===== src/rtl/mch_pkg.sv =====
// ----------------------------------------------------------------------------
// mch_pkg: shared types and constants for the calibrated heading block
// Widths, scale constants, register indexes, unit handshakes and the
// whole-degree sine and cosine tables used by the heading search.
// ----------------------------------------------------------------------------
package mch_pkg;

  localparam int RAW_W   = 16;   // raw axis sample
  localparam int CAL_W   = 14;   // calibrated axis value
  localparam int MM_W    = 15;   // running minimum and maximum
  localparam int HDG_W   = 9;    // heading in degrees
  localparam int SPAN_W  = 14;   // cal_min_span register
  localparam int OSPAN_W = 10;   // cal_out_span register
  localparam int CFG_IDX_W  = 8;
  localparam int CFG_DATA_W = 16;

  localparam int DIV_NW = 25;    // divider dividend and quotient
  localparam int DIV_DW = 14;    // divider divisor
  localparam int DIV_CW = 5;     // divider step counter

  localparam int TAB_N  = 45;    // table entries, 0..44 degrees
  localparam int TAB_AW = 6;     // table index, also holds 45
  localparam int TAB_W  = 48;    // Q48 fraction bits
  localparam int TAB_HW = 24;    // half of a table word
  localparam int ACC_W  = 64;

  // Milligauss scaling: raw * 1000 / 6842 is taken as a multiply by the
  // rounded-up reciprocal in Q27 and a shift. The rounding error stays far
  // below one step of the true quotient for magnitudes up to 2^15.
  localparam int SCL_RW      = 25;
  localparam int SCL_PW      = RAW_W + SCL_RW;
  localparam int SCALE_SHIFT = 27;
  localparam logic [SCL_RW-1:0]   SCALE_RECIP = 25'd19616739;

  localparam logic [3:0]          NEW_DATA_MASK = 4'hf;
  localparam logic [MM_W-1:0]     MIN_RESET = 15'sd10000;
  localparam logic [MM_W-1:0]     MAX_RESET = -15'sd10000;
  localparam logic [SPAN_W-1:0]   MIN_SPAN_RESET = 14'd300;
  localparam logic [OSPAN_W-1:0]  OUT_SPAN_RESET = 10'd800;

  localparam logic [CFG_IDX_W-1:0] CFG_MIN_SPAN = 8'd0;
  localparam logic [CFG_IDX_W-1:0] CFG_OUT_SPAN = 8'd1;

  typedef struct packed {
    logic              start;
    logic [DIV_NW-1:0] dividend;
    logic [DIV_DW-1:0] divisor;
  } div_req_t;

  typedef struct packed {
    logic              done;
    logic [DIV_NW-1:0] quotient;
  } div_rsp_t;

  typedef struct packed {
    logic                    done;
    logic signed [HDG_W-1:0] deg;
  } hdg_rsp_t;

  localparam real PI_R = 3.14159265358979323846;

  // Floor of sin(k degrees) in Q48, evaluated at elaboration.
  function automatic logic [TAB_W-1:0] sin_q48(input int k);
    real r;
    longint v;
    r = $sin(k * PI_R / 180.0) * (2.0 ** 48);
    v = longint'($floor(r));
    return v[TAB_W-1:0];
  endfunction

  function automatic logic [TAB_W-1:0] cos_q48(input int k);
    real r;
    longint v;
    r = $cos(k * PI_R / 180.0) * (2.0 ** 48);
    v = longint'($floor(r));
    return v[TAB_W-1:0];
  endfunction

endpackage


===== src/rtl/mch_div.sv =====
// ----------------------------------------------------------------------------
// mch_div: shared restoring divider
// Unsigned division, one quotient bit per cycle, done pulses when finished.
// ----------------------------------------------------------------------------
module mch_div (
  input  logic              clk,
  input  logic              rst_n,
  input  mch_pkg::div_req_t req,
  output mch_pkg::div_rsp_t rsp
);
  import mch_pkg::*;

  logic [DIV_NW-1:0] quo_r, quo_nxt;
  logic [DIV_DW-1:0] rem_r, rem_nxt;
  logic [DIV_DW-1:0] dsr_r;
  logic [DIV_CW-1:0] cnt_r, cnt_nxt;
  logic              busy_r, busy_nxt;
  logic              done_r, done_nxt;
  logic [DIV_DW:0]   shifted;
  logic [DIV_DW+1:0] trial;

  always_comb begin
    shifted  = {rem_r, quo_r[DIV_NW-1]};
    trial    = {1'b0, shifted} - {2'b00, dsr_r};
    quo_nxt  = quo_r;
    rem_nxt  = rem_r;
    cnt_nxt  = cnt_r;
    busy_nxt = busy_r;
    done_nxt = 1'b0;
    if (req.start) begin
      quo_nxt  = req.dividend;
      rem_nxt  = '0;
      cnt_nxt  = '0;
      busy_nxt = 1'b1;
    end else if (busy_r) begin
      quo_nxt = {quo_r[DIV_NW-2:0], ~trial[DIV_DW+1]};
      rem_nxt = trial[DIV_DW+1] ? shifted[DIV_DW-1:0] : trial[DIV_DW-1:0];
      cnt_nxt = cnt_r + 1'b1;
      if (cnt_r == DIV_CW'(DIV_NW - 1)) begin
        busy_nxt = 1'b0;
        done_nxt = 1'b1;
      end
    end
  end

  always_ff @(posedge clk) begin
    if (!rst_n) begin
      busy_r <= 1'b0;
      done_r <= 1'b0;
      cnt_r  <= '0;
    end else begin
      busy_r <= busy_nxt;
      done_r <= done_nxt;
      cnt_r  <= cnt_nxt;
    end
  end

  always_ff @(posedge clk) begin
    quo_r <= quo_nxt;
    rem_r <= rem_nxt;
    if (req.start) begin
      dsr_r <= req.divisor;
    end
  end

  assign rsp.done     = done_r;
  assign rsp.quotient = quo_r;

endmodule


===== src/rtl/mch_hdg.sv =====
// ----------------------------------------------------------------------------
// mch_hdg: heading in whole degrees
// Folds the vector into one octant, then binary-searches the whole-degree
// sine and cosine tables with one narrow multiplier and a wide accumulator.
// ----------------------------------------------------------------------------
module mch_hdg (
  input  logic                              clk,
  input  logic                              rst_n,
  input  logic                              start,
  input  logic signed [mch_pkg::CAL_W-1:0]  x,
  input  logic signed [mch_pkg::CAL_W-1:0]  y,
  output mch_pkg::hdg_rsp_t                 rsp
);
  import mch_pkg::*;

  logic [TAB_W-1:0] sin_tab [TAB_N];
  logic [TAB_W-1:0] cos_tab [TAB_N];

  for (genvar k = 0; k < TAB_N; k++) begin : g_tab
    localparam logic [TAB_W-1:0] SV = sin_q48(k);
    localparam logic [TAB_W-1:0] CV = cos_q48(k);
    assign sin_tab[k] = SV;
    assign cos_tab[k] = CV;
  end

  logic [CAL_W-1:0]  ax, ay, v_in, u_in;
  logic [CAL_W-1:0]  v_r, u_r;
  logic [7:0]        base_in, base_r;
  logic              neg_in, neg_r, adj_in, adj_r, yneg_r, zero_r;
  logic [TAB_AW-1:0] lo_r, hi_r, f_r, mid, lo_new, hi_new;
  logic [1:0]        ph_r;
  logic              busy_r, done_r;
  logic signed [ACC_W-1:0] acc_r, acc_nxt, term;
  logic [CAL_W-1:0]  mul_a;
  logic [TAB_HW-1:0] mul_b;
  logic [CAL_W+TAB_HW-1:0] prod;
  logic [TAB_W-1:0]  word;
  logic signed [9:0] a_val, d_val;

  always_comb begin
    ax = x[CAL_W-1] ? CAL_W'(-x) : x;
    ay = y[CAL_W-1] ? CAL_W'(-y) : y;
    if (!x[CAL_W-1]) begin
      if (ay <= ax) begin
        v_in = ay; u_in = ax; base_in = 8'd0;   neg_in = 1'b0; adj_in = 1'b0;
      end else begin
        v_in = ax; u_in = ay; base_in = 8'd90;  neg_in = 1'b1; adj_in = (ax != '0);
      end
    end else begin
      if (ay >= ax) begin
        v_in = ax; u_in = ay; base_in = 8'd90;  neg_in = 1'b0; adj_in = 1'b0;
      end else begin
        v_in = ay; u_in = ax; base_in = 8'd180; neg_in = 1'b1; adj_in = (ay != '0);
      end
    end
  end

  // Phases: v*cos low, v*cos high, minus u*sin low, minus u*sin high.
  always_comb begin
    mid   = TAB_AW'((7'(lo_r) + 7'(hi_r)) >> 1);
    word  = ph_r[1] ? sin_tab[mid] : cos_tab[mid];
    mul_a = ph_r[1] ? u_r : v_r;
    mul_b = ph_r[0] ? word[TAB_W-1:TAB_HW] : word[TAB_HW-1:0];
    prod  = (CAL_W+TAB_HW)'(mul_a) * (CAL_W+TAB_HW)'(mul_b);
    term  = ph_r[0] ? $signed(ACC_W'(prod) << TAB_HW) : $signed(ACC_W'(prod));
    case (ph_r)
      2'd0:    acc_nxt = term;
      2'd1:    acc_nxt = acc_r + term;
      default: acc_nxt = acc_r - term;
    endcase
    lo_new = acc_nxt[ACC_W-1] ? lo_r : mid;
    hi_new = acc_nxt[ACC_W-1] ? mid : hi_r;
  end

  always_ff @(posedge clk) begin
    if (!rst_n) begin
      busy_r <= 1'b0;
      done_r <= 1'b0;
      ph_r   <= '0;
    end else begin
      done_r <= 1'b0;
      if (start) begin
        ph_r <= '0;
        if ((x == '0 && y == '0) || v_in == u_in) begin
          done_r <= 1'b1;
        end else begin
          busy_r <= 1'b1;
        end
      end else if (busy_r) begin
        ph_r <= ph_r + 1'b1;
        if (ph_r == 2'd3 && (hi_new - lo_new) == TAB_AW'(1)) begin
          busy_r <= 1'b0;
          done_r <= 1'b1;
        end
      end
    end
  end

  always_ff @(posedge clk) begin
    if (start) begin
      v_r    <= v_in;
      u_r    <= u_in;
      base_r <= base_in;
      neg_r  <= neg_in;
      adj_r  <= adj_in;
      yneg_r <= y[CAL_W-1];
      zero_r <= (x == '0 && y == '0);
      lo_r   <= '0;
      hi_r   <= TAB_AW'(TAB_N);
      f_r    <= (v_in == u_in) ? TAB_AW'(45) : '0;
    end else if (busy_r) begin
      acc_r <= acc_nxt;
      if (ph_r == 2'd3) begin
        lo_r <= lo_new;
        hi_r <= hi_new;
        f_r  <= lo_new;
      end
    end
  end

  always_comb begin
    if (neg_r) begin
      a_val = $signed({2'b00, base_r}) - $signed({4'b0000, f_r})
              - $signed({9'd0, adj_r});
    end else begin
      a_val = $signed({2'b00, base_r}) + $signed({4'b0000, f_r});
    end
    d_val = yneg_r ? -a_val : a_val;
  end

  assign rsp.done = done_r;
  assign rsp.deg  = zero_r ? '0 : d_val[HDG_W-1:0];

endmodule


===== src/rtl/magnetometer_calibrated_heading_top.sv =====
// ----------------------------------------------------------------------------
// magnetometer_calibrated_heading_top: hard-iron calibration and heading
// Scales raw samples to milligauss, tracks per-axis extremes, recenters and
// rescales axes over the span threshold, gives the heading in whole degrees.
// ----------------------------------------------------------------------------
//
//   Channel  Direction  Handshake           Payload
//   in_      input      in_valid/in_ready   status_byte, raw_x, raw_y, raw_z
//   out_     output     out_valid/out_ready cal_x, cal_y, cal_z, heading
//   cfg_     input      cfg_valid/cfg_ready cfg_index, cfg_data
//
// An item without new data (low status nibble zero) repeats the last result.
// An item with new data goes through each axis in turn: the milligauss
// scaling (a reciprocal multiply), the extreme update and the offset; an
// axis whose span is above the threshold adds one pass of the shared
// divider. The heading search follows and skips the table search when x
// and y are both zero or of equal magnitude. Reset is synchronous and
// active low. The input is not ready while an item is worked on; a
// finished result waits until the output register is free, and the next
// transfer is taken once the result has been loaded there.
module magnetometer_calibrated_heading_top (
  input  logic                                 clk,
  input  logic                                 rst_n,
  input  logic                                 in_valid,
  output logic                                 in_ready,
  input  logic [7:0]                           in_status_byte,
  input  logic signed [mch_pkg::RAW_W-1:0]     in_raw_x,
  input  logic signed [mch_pkg::RAW_W-1:0]     in_raw_y,
  input  logic signed [mch_pkg::RAW_W-1:0]     in_raw_z,
  output logic                                 out_valid,
  input  logic                                 out_ready,
  output logic signed [mch_pkg::CAL_W-1:0]     out_cal_x,
  output logic signed [mch_pkg::CAL_W-1:0]     out_cal_y,
  output logic signed [mch_pkg::CAL_W-1:0]     out_cal_z,
  output logic signed [mch_pkg::HDG_W-1:0]     out_heading,
  input  logic                                 cfg_valid,
  output logic                                 cfg_ready,
  input  logic [mch_pkg::CFG_IDX_W-1:0]        cfg_index,
  input  logic [mch_pkg::CFG_DATA_W-1:0]       cfg_data
);
  import mch_pkg::*;

  // Sequencer states.
  localparam logic [3:0] ST_IDLE = 4'd0;
  localparam logic [3:0] ST_SCL  = 4'd1;  // milligauss scaling
  localparam logic [3:0] ST_MM   = 4'd3;  // update running extremes
  localparam logic [3:0] ST_CAL  = 4'd4;  // offset, span and rescale start
  localparam logic [3:0] ST_CALW = 4'd5;
  localparam logic [3:0] ST_HDG  = 4'd6;
  localparam logic [3:0] ST_HDGW = 4'd7;
  localparam logic [3:0] ST_OUT  = 4'd8;

  logic [3:0]  state_r;
  logic [1:0]  axis_r;
  logic        neg_r;

  logic [SPAN_W-1:0]  min_span_r;
  logic [OSPAN_W-1:0] out_span_r;

  logic signed [RAW_W-1:0] raw_r [3];
  logic [MM_W-1:0]         min_r [3];
  logic [MM_W-1:0]         max_r [3];
  logic signed [CAL_W-1:0] cal_r [3];
  logic signed [HDG_W-1:0] hdg_r;
  logic signed [CAL_W-1:0] v_r;

  logic signed [CAL_W-1:0] o_x_r, o_y_r, o_z_r;
  logic signed [HDG_W-1:0] o_h_r;
  logic                    out_valid_r;

  div_req_t div_req;
  div_rsp_t div_rsp;
  hdg_rsp_t hdg_rsp;
  logic     hdg_start;

  logic signed [RAW_W-1:0] raw_sel;
  logic [RAW_W-1:0]        raw_mag;
  logic [SCL_PW-1:0]       scl_prod;
  logic [CAL_W-1:0]        scl_mag;
  logic signed [CAL_W-1:0] v_scl;
  logic signed [CAL_W-1:0] q_signed;
  logic [MM_W-1:0]         v_ext, mn_cur, mx_cur, mn_new, mx_new;
  logic signed [MM_W:0]    span16, sum16, off16, diff16;
  logic [MM_W-1:0]         dmag;
  logic                    do_scale;
  logic                    out_load;

  assign cfg_ready = 1'b1;
  assign in_ready  = (state_r == ST_IDLE);
  assign out_load  = (state_r == ST_OUT) && (!out_valid_r || out_ready);

  mch_div u_div (
    .clk   (clk),
    .rst_n (rst_n),
    .req   (div_req),
    .rsp   (div_rsp)
  );

  mch_hdg u_hdg (
    .clk   (clk),
    .rst_n (rst_n),
    .start (hdg_start),
    .x     (cal_r[0]),
    .y     (cal_r[1]),
    .rsp   (hdg_rsp)
  );

  always_comb begin
    // Milligauss scaling works on the magnitude; the sign is put back after.
    // The multiply by the rounded-up reciprocal gives the truncated quotient
    // exactly over the whole 16-bit input range.
    raw_sel  = raw_r[axis_r];
    raw_mag  = raw_sel[RAW_W-1] ? RAW_W'(-raw_sel) : raw_sel;
    scl_prod = SCL_PW'(raw_mag) * SCL_PW'(SCALE_RECIP);
    scl_mag  = scl_prod[SCALE_SHIFT +: CAL_W];
    v_scl    = raw_sel[RAW_W-1] ? CAL_W'(-scl_mag) : scl_mag;
    q_signed = neg_r ? CAL_W'(-div_rsp.quotient[CAL_W-1:0])
                     : div_rsp.quotient[CAL_W-1:0];

    v_ext  = {v_r[CAL_W-1], v_r};
    mn_cur = min_r[axis_r];
    mx_cur = max_r[axis_r];
    mn_new = ($signed(v_ext) < $signed(mn_cur)) ? v_ext : mn_cur;
    mx_new = ($signed(v_ext) > $signed(mx_cur)) ? v_ext : mx_cur;

    // Midpoint truncated toward zero and the signed distance from it.
    span16   = $signed({mx_cur[MM_W-1], mx_cur}) - $signed({mn_cur[MM_W-1], mn_cur});
    sum16    = $signed({mx_cur[MM_W-1], mx_cur}) + $signed({mn_cur[MM_W-1], mn_cur});
    off16    = (sum16 + $signed({15'd0, sum16[MM_W]})) >>> 1;
    diff16   = $signed({{2{v_r[CAL_W-1]}}, v_r}) - off16;
    dmag     = diff16[MM_W] ? MM_W'(-diff16) : diff16[MM_W-1:0];
    do_scale = !span16[MM_W] && (span16[MM_W-1:0] > {1'b0, min_span_r});

    // The shared divider only serves the rescaling by the measured span.
    div_req.start    = (state_r == ST_CAL) && do_scale;
    div_req.dividend = DIV_NW'(dmag) * DIV_NW'(out_span_r);
    div_req.divisor  = span16[DIV_DW-1:0];
    hdg_start = (state_r == ST_HDG);
  end

  // Configuration registers; writes beyond the list are dropped.
  always_ff @(posedge clk) begin
    if (!rst_n) begin
      min_span_r <= MIN_SPAN_RESET;
      out_span_r <= OUT_SPAN_RESET;
    end else if (cfg_valid) begin
      case (cfg_index)
        CFG_MIN_SPAN: min_span_r <= cfg_data[SPAN_W-1:0];
        CFG_OUT_SPAN: out_span_r <= cfg_data[OSPAN_W-1:0];
        default: ;
      endcase
    end
  end

  // Sequencer, calibration state and the last result.
  always_ff @(posedge clk) begin
    if (!rst_n) begin
      state_r <= ST_IDLE;
      axis_r  <= '0;
      for (int i = 0; i < 3; i++) begin
        min_r[i] <= MIN_RESET;
        max_r[i] <= MAX_RESET;
        cal_r[i] <= '0;
      end
      hdg_r <= '0;
    end else begin
      case (state_r)
        ST_IDLE: begin
          if (in_valid) begin
            axis_r  <= '0;
            state_r <= ((in_status_byte[3:0] & NEW_DATA_MASK) == 4'h0) ? ST_OUT : ST_SCL;
          end
        end
        ST_SCL: begin
          state_r <= ST_MM;
        end
        ST_MM: begin
          min_r[axis_r] <= mn_new;
          max_r[axis_r] <= mx_new;
          state_r       <= ST_CAL;
        end
        ST_CAL: begin
          if (do_scale) begin
            state_r <= ST_CALW;
          end else begin
            cal_r[axis_r] <= v_r;
            axis_r        <= axis_r + 1'b1;
            state_r       <= (axis_r == 2'd2) ? ST_HDG : ST_SCL;
          end
        end
        ST_CALW: begin
          if (div_rsp.done) begin
            cal_r[axis_r] <= q_signed;
            axis_r        <= axis_r + 1'b1;
            state_r       <= (axis_r == 2'd2) ? ST_HDG : ST_SCL;
          end
        end
        ST_HDG: begin
          state_r <= ST_HDGW;
        end
        ST_HDGW: begin
          if (hdg_rsp.done) begin
            hdg_r   <= hdg_rsp.deg;
            state_r <= ST_OUT;
          end
        end
        ST_OUT: begin
          if (out_load) begin
            state_r <= ST_IDLE;
          end
        end
        default: state_r <= ST_IDLE;
      endcase
    end
  end

  // Datapath registers without reset.
  always_ff @(posedge clk) begin
    if (in_valid && in_ready) begin
      raw_r[0] <= in_raw_x;
      raw_r[1] <= in_raw_y;
      raw_r[2] <= in_raw_z;
    end
    if (state_r == ST_CAL) begin
      neg_r <= diff16[MM_W];
    end
    if (state_r == ST_SCL) begin
      v_r <= v_scl;
    end
    if (out_load) begin
      o_x_r <= cal_r[0];
      o_y_r <= cal_r[1];
      o_z_r <= cal_r[2];
      o_h_r <= hdg_r;
    end
  end

  // Output register: holds the result until the transfer completes.
  always_ff @(posedge clk) begin
    if (!rst_n) begin
      out_valid_r <= 1'b0;
    end else if (out_load) begin
      out_valid_r <= 1'b1;
    end else if (out_ready) begin
      out_valid_r <= 1'b0;
    end
  end

  assign out_valid   = out_valid_r;
  assign out_cal_x   = o_x_r;
  assign out_cal_y   = o_y_r;
  assign out_cal_z   = o_z_r;
  assign out_heading = o_h_r;

endmodule


===== config.mk =====
export PLATFORM = sky130hd
export DESIGN_NAME = magnetometer_calibrated_heading_top
export DESIGN_NICKNAME = d
export VERILOG_FILES = /design/src/rtl/mch_pkg.sv /design/src/rtl/mch_div.sv /design/src/rtl/mch_hdg.sv /design/src/rtl/magnetometer_calibrated_heading_top.sv
export SDC_FILE = /design/constraint.sdc
export NUM_CORES = 2
export LEC_CHECK = 0
export BUFFER_PORTS_ARGS = -buffer_cell sky130_fd_sc_hd__buf_2
export CORE_ASPECT_RATIO = 1.2
export CORE_MARGIN = 2
export CORE_UTILIZATION = 60
export DETAILED_ROUTE_END_ITERATION = 6
export GPL_TIMING_DRIVEN = 1
export PLACE_DENSITY = 0.74
export SYNTH_ARGS = -nofsm -noshare
export SYNTH_HDL_FRONTEND = slang
export SYNTH_SLANG_ARGS = --single-unit

===== constraint.sdc =====
create_clock -name clk -period 42.1 [get_ports clk]
set_clock_uncertainty 0.15 [all_clocks]
set_input_delay 10.525 -clock clk [delete_from_list [all_inputs] [get_ports clk]]
set_output_delay 10.525 -clock clk [all_outputs]
set_load 0.02 [all_outputs]

==> metrics.yaml <==
status:
  status: "completed"
routing:
  routed_wl_mm: 190
  dr.pass1.iters: 7
  vias: 52000
  dr.first_iter.drc_count: 4344
  drt_drc_violations_left: 0
  ant_nets: 0
  wl_per_cell_um: 23.5
  via_per_inst: 6.43
clocking:
  clk_latency_ps: 660
  cts_setup_buffers: 0
  cts_resized: 0
  cts_root_buf: "clkbuf_16"
  cts_tree: "yes"
  clk_pin_slew_ps: 70
  cts_max_level: 2
  numCtsBuffers: 53
  clock_sinks: 499
  clock_path_buffers: 3
  hold_buffers: 0
setup_path:
  r2r_cells: 63
  crit_path_frequent_cell: "fa_1"
  cp_top_family: "compound AO/OA/AOI/OAI gates"
  arrival_ps: 19170
  criticalPathCategory: "reg -> reg"
  cp_slowest_cell: "a211oi_1"
  critPathMaxStageDelay_ps: 840
  reg2reg_slack_ps: 23340
  end_kind: "flop"
  critPathBufInv: 10
  cp.required_ps: 42510
  cp_max_fo: 38
  reg2reg_to: "u_hdg.done_r$_SDFF_PN0_"
  rr_startpoint: "u_hdg.hi_r[0]$_SDFFE_PP1P_"
  critPathLaunchType: "flop"
global_route:
  antenna_found_initial: 5
  grt_pass1_vias: 52800
  grt_max_degree: 129
  grt_usage_pct: 36.9
  grt_pass1_wl_mm: 295
  grt-ovfl-total: 0
die:
  die_x_um: 294
  num_io_pins: 139
  core_area_um2: 99800
  fp.dieH_um: 352
  start_util_pct: 60.5
  dieArea_um2: 103000
  std_cell_rows: 127
placement:
  port_buffers: 131
  place_hpwl_mm: 143
  place_congestion: 1.04
sta:
  setup_violations: 0
  finalHoldViolCount: 0
  tns_ps: 0
  min_period_ps: 18760
  max_clock_freq_mhz: 53.3
  fin_crit_sh_pct: 44.6
  worstMarginPinSlew_ps: 1320
  slew_viol_final: 0
  slew_headroom_pct: 9.81
  rsz0062_at_grt: "no"
synthesis:
  ys_warn_count: 0
  synth_area_per_cell_um2: 8.88
  synth_top_area_share_pct: 20.9
  synth-seq-area-share_pct: 23.5
  ys_ff_latch: 499
  synthDistinctLibCells: 115
  synth_edf_count: 420
  synthCells: 6798
  synth_ff_type: "edfxtp_1"
  yosys-top-cells-area: "edfxtp_1, fa_1, ha_1"
  syn_area_um2: 60400
  synth_fp_nets: 7958
  async_flop_share_pct: 0
  post-synth-top-area-cell: "edfxtp_1"
hold_path:
  worstHoldStart: "cal_r[2][2]$_SDFFCE_PN0P_"
  min_path_type: "reg -> reg"
  min_path_cells: 0
  whs_endpoint: "out_cal_z[2]$_DFFE_PP_"
finish:
  layout_common_cells: "inv_1, nand2_1, ha_1, nor2_1, fa_1"
  nNetsFinal: 7918
  final_common_cell: "inv_1"
  antenna_cells: 0
  area_growth_syn_to_layout_pct: 6.25
  layout-drive-gt1-share_pct: 7.14
flow_run:
  cap_violations: 0
## per-layer routing
layer,GRT usage [%],vias up,wire length (µm)
met2,63.8,2347,92300
met5,0,-,69
li1,-,23600,-
met4,23.7,10,14100
met1,42.2,25400,68500
met3,6.53,724,15000
## kinds of logic (layout without fill, tap and decap cells)
family                     Yosys count  count (layout)  share of synthesized area [%]
xor gates and xnor gates           303             303                           4.41
AOI/OAI and AO/OA                 1658            1658                           17.7
adders and majority gates         1075            1075                           28.6
DFF                                499             499                           23.5
muxes                              186             186                           3.89
buffers and inverters             1137            1142                           7.13
and+or+nand+nor                   1939            1939                           14.9
other                                1               1                        0.00621
## state kept, by name, indices dropped and copies added, names as in the netlist, 4 cells and up, named ones only
register and flops:
max_r 60, u_div.cnt_r 5, u_hdg.v_r 14, v_r 14, u_hdg.hi_r 6, out_cal_y 14
u_hdg.lo_r 6, u_div.rem_r 14, min_r 60, cal_r 42, hdg_r 9, u_hdg.u_r 14
u_div.quo_r 25, out_heading 9, out_cal_x 14, raw_r 48, u_div.dsr_r 14, out_span_r 10
u_hdg.acc_r 64, out_cal_z 14, u_hdg.f_r 6, min_span_r 14, state_r 4
## cell type report
cell class	instances	area, µm²
fill	8438	35600
sequential	499	14200
tap	1290	1610
inverter	812	3050
timing repair buffer	230	1420
multi-input combinational	5162	42000
clock inverter	40	464
clock buffer	60	1400
## stage by stage
step	cells	util (%)	instance area (µm²)	worst slack [ps]	hold WS, ps
after CTS	8092	64.3	64200	23880	268
final	8093	64.3	64200	23340	262
after global placement	7992	62.4	62300	24150	253
after detailed placement	7992	62.4	62300	23980	255
after global routing	8093	64.3	64200	22690	271
after floorplan	6798	-	60400	26440	250
## how the worst max path moves through the flow
stage,slack (ps),depth (start not counted),end,startpoint
5_1_grt,22690,61,u_hdg.done_r$_SDFF_PN0_,u_hdg.lo_r[2]$_SDFFE_PP0P_
2_1_floorplan,26440,65,u_hdg.done_r$_SDFF_PN0_,u_hdg.hi_r[2]$_SDFFE_PP1P_
6_report,23340,63,u_hdg.done_r$_SDFF_PN0_,u_hdg.hi_r[0]$_SDFFE_PP1P_
3_3_place_gp,24150,61,u_hdg.done_r$_SDFF_PN0_,u_hdg.hi_r[2]$_SDFFE_PP1P_
3_5_place_dp,23980,61,u_hdg.done_r$_SDFF_PN0_,u_hdg.hi_r[2]$_SDFFE_PP1P_
4_1_cts,23880,61,u_hdg.done_r$_SDFF_PN0_,u_hdg.hi_r[1]$_SDFFE_PP0P_
## synthesized netlist by cell type (all sizes together), types with 117 or more instances
cell / count
nor3: 157
a21oi: 428
xnor2: 183
nor2: 554
inv: 806
o21ai: 459
nand3: 117
edfxtp: 420
clkbuf: 253
xor2: 120
ha: 569
nand2: 660
mux2i: 121
fa: 506
Power is not shown: default switching activity piles up to over one toggle a cycle in this logic, so the estimate is an artifact.
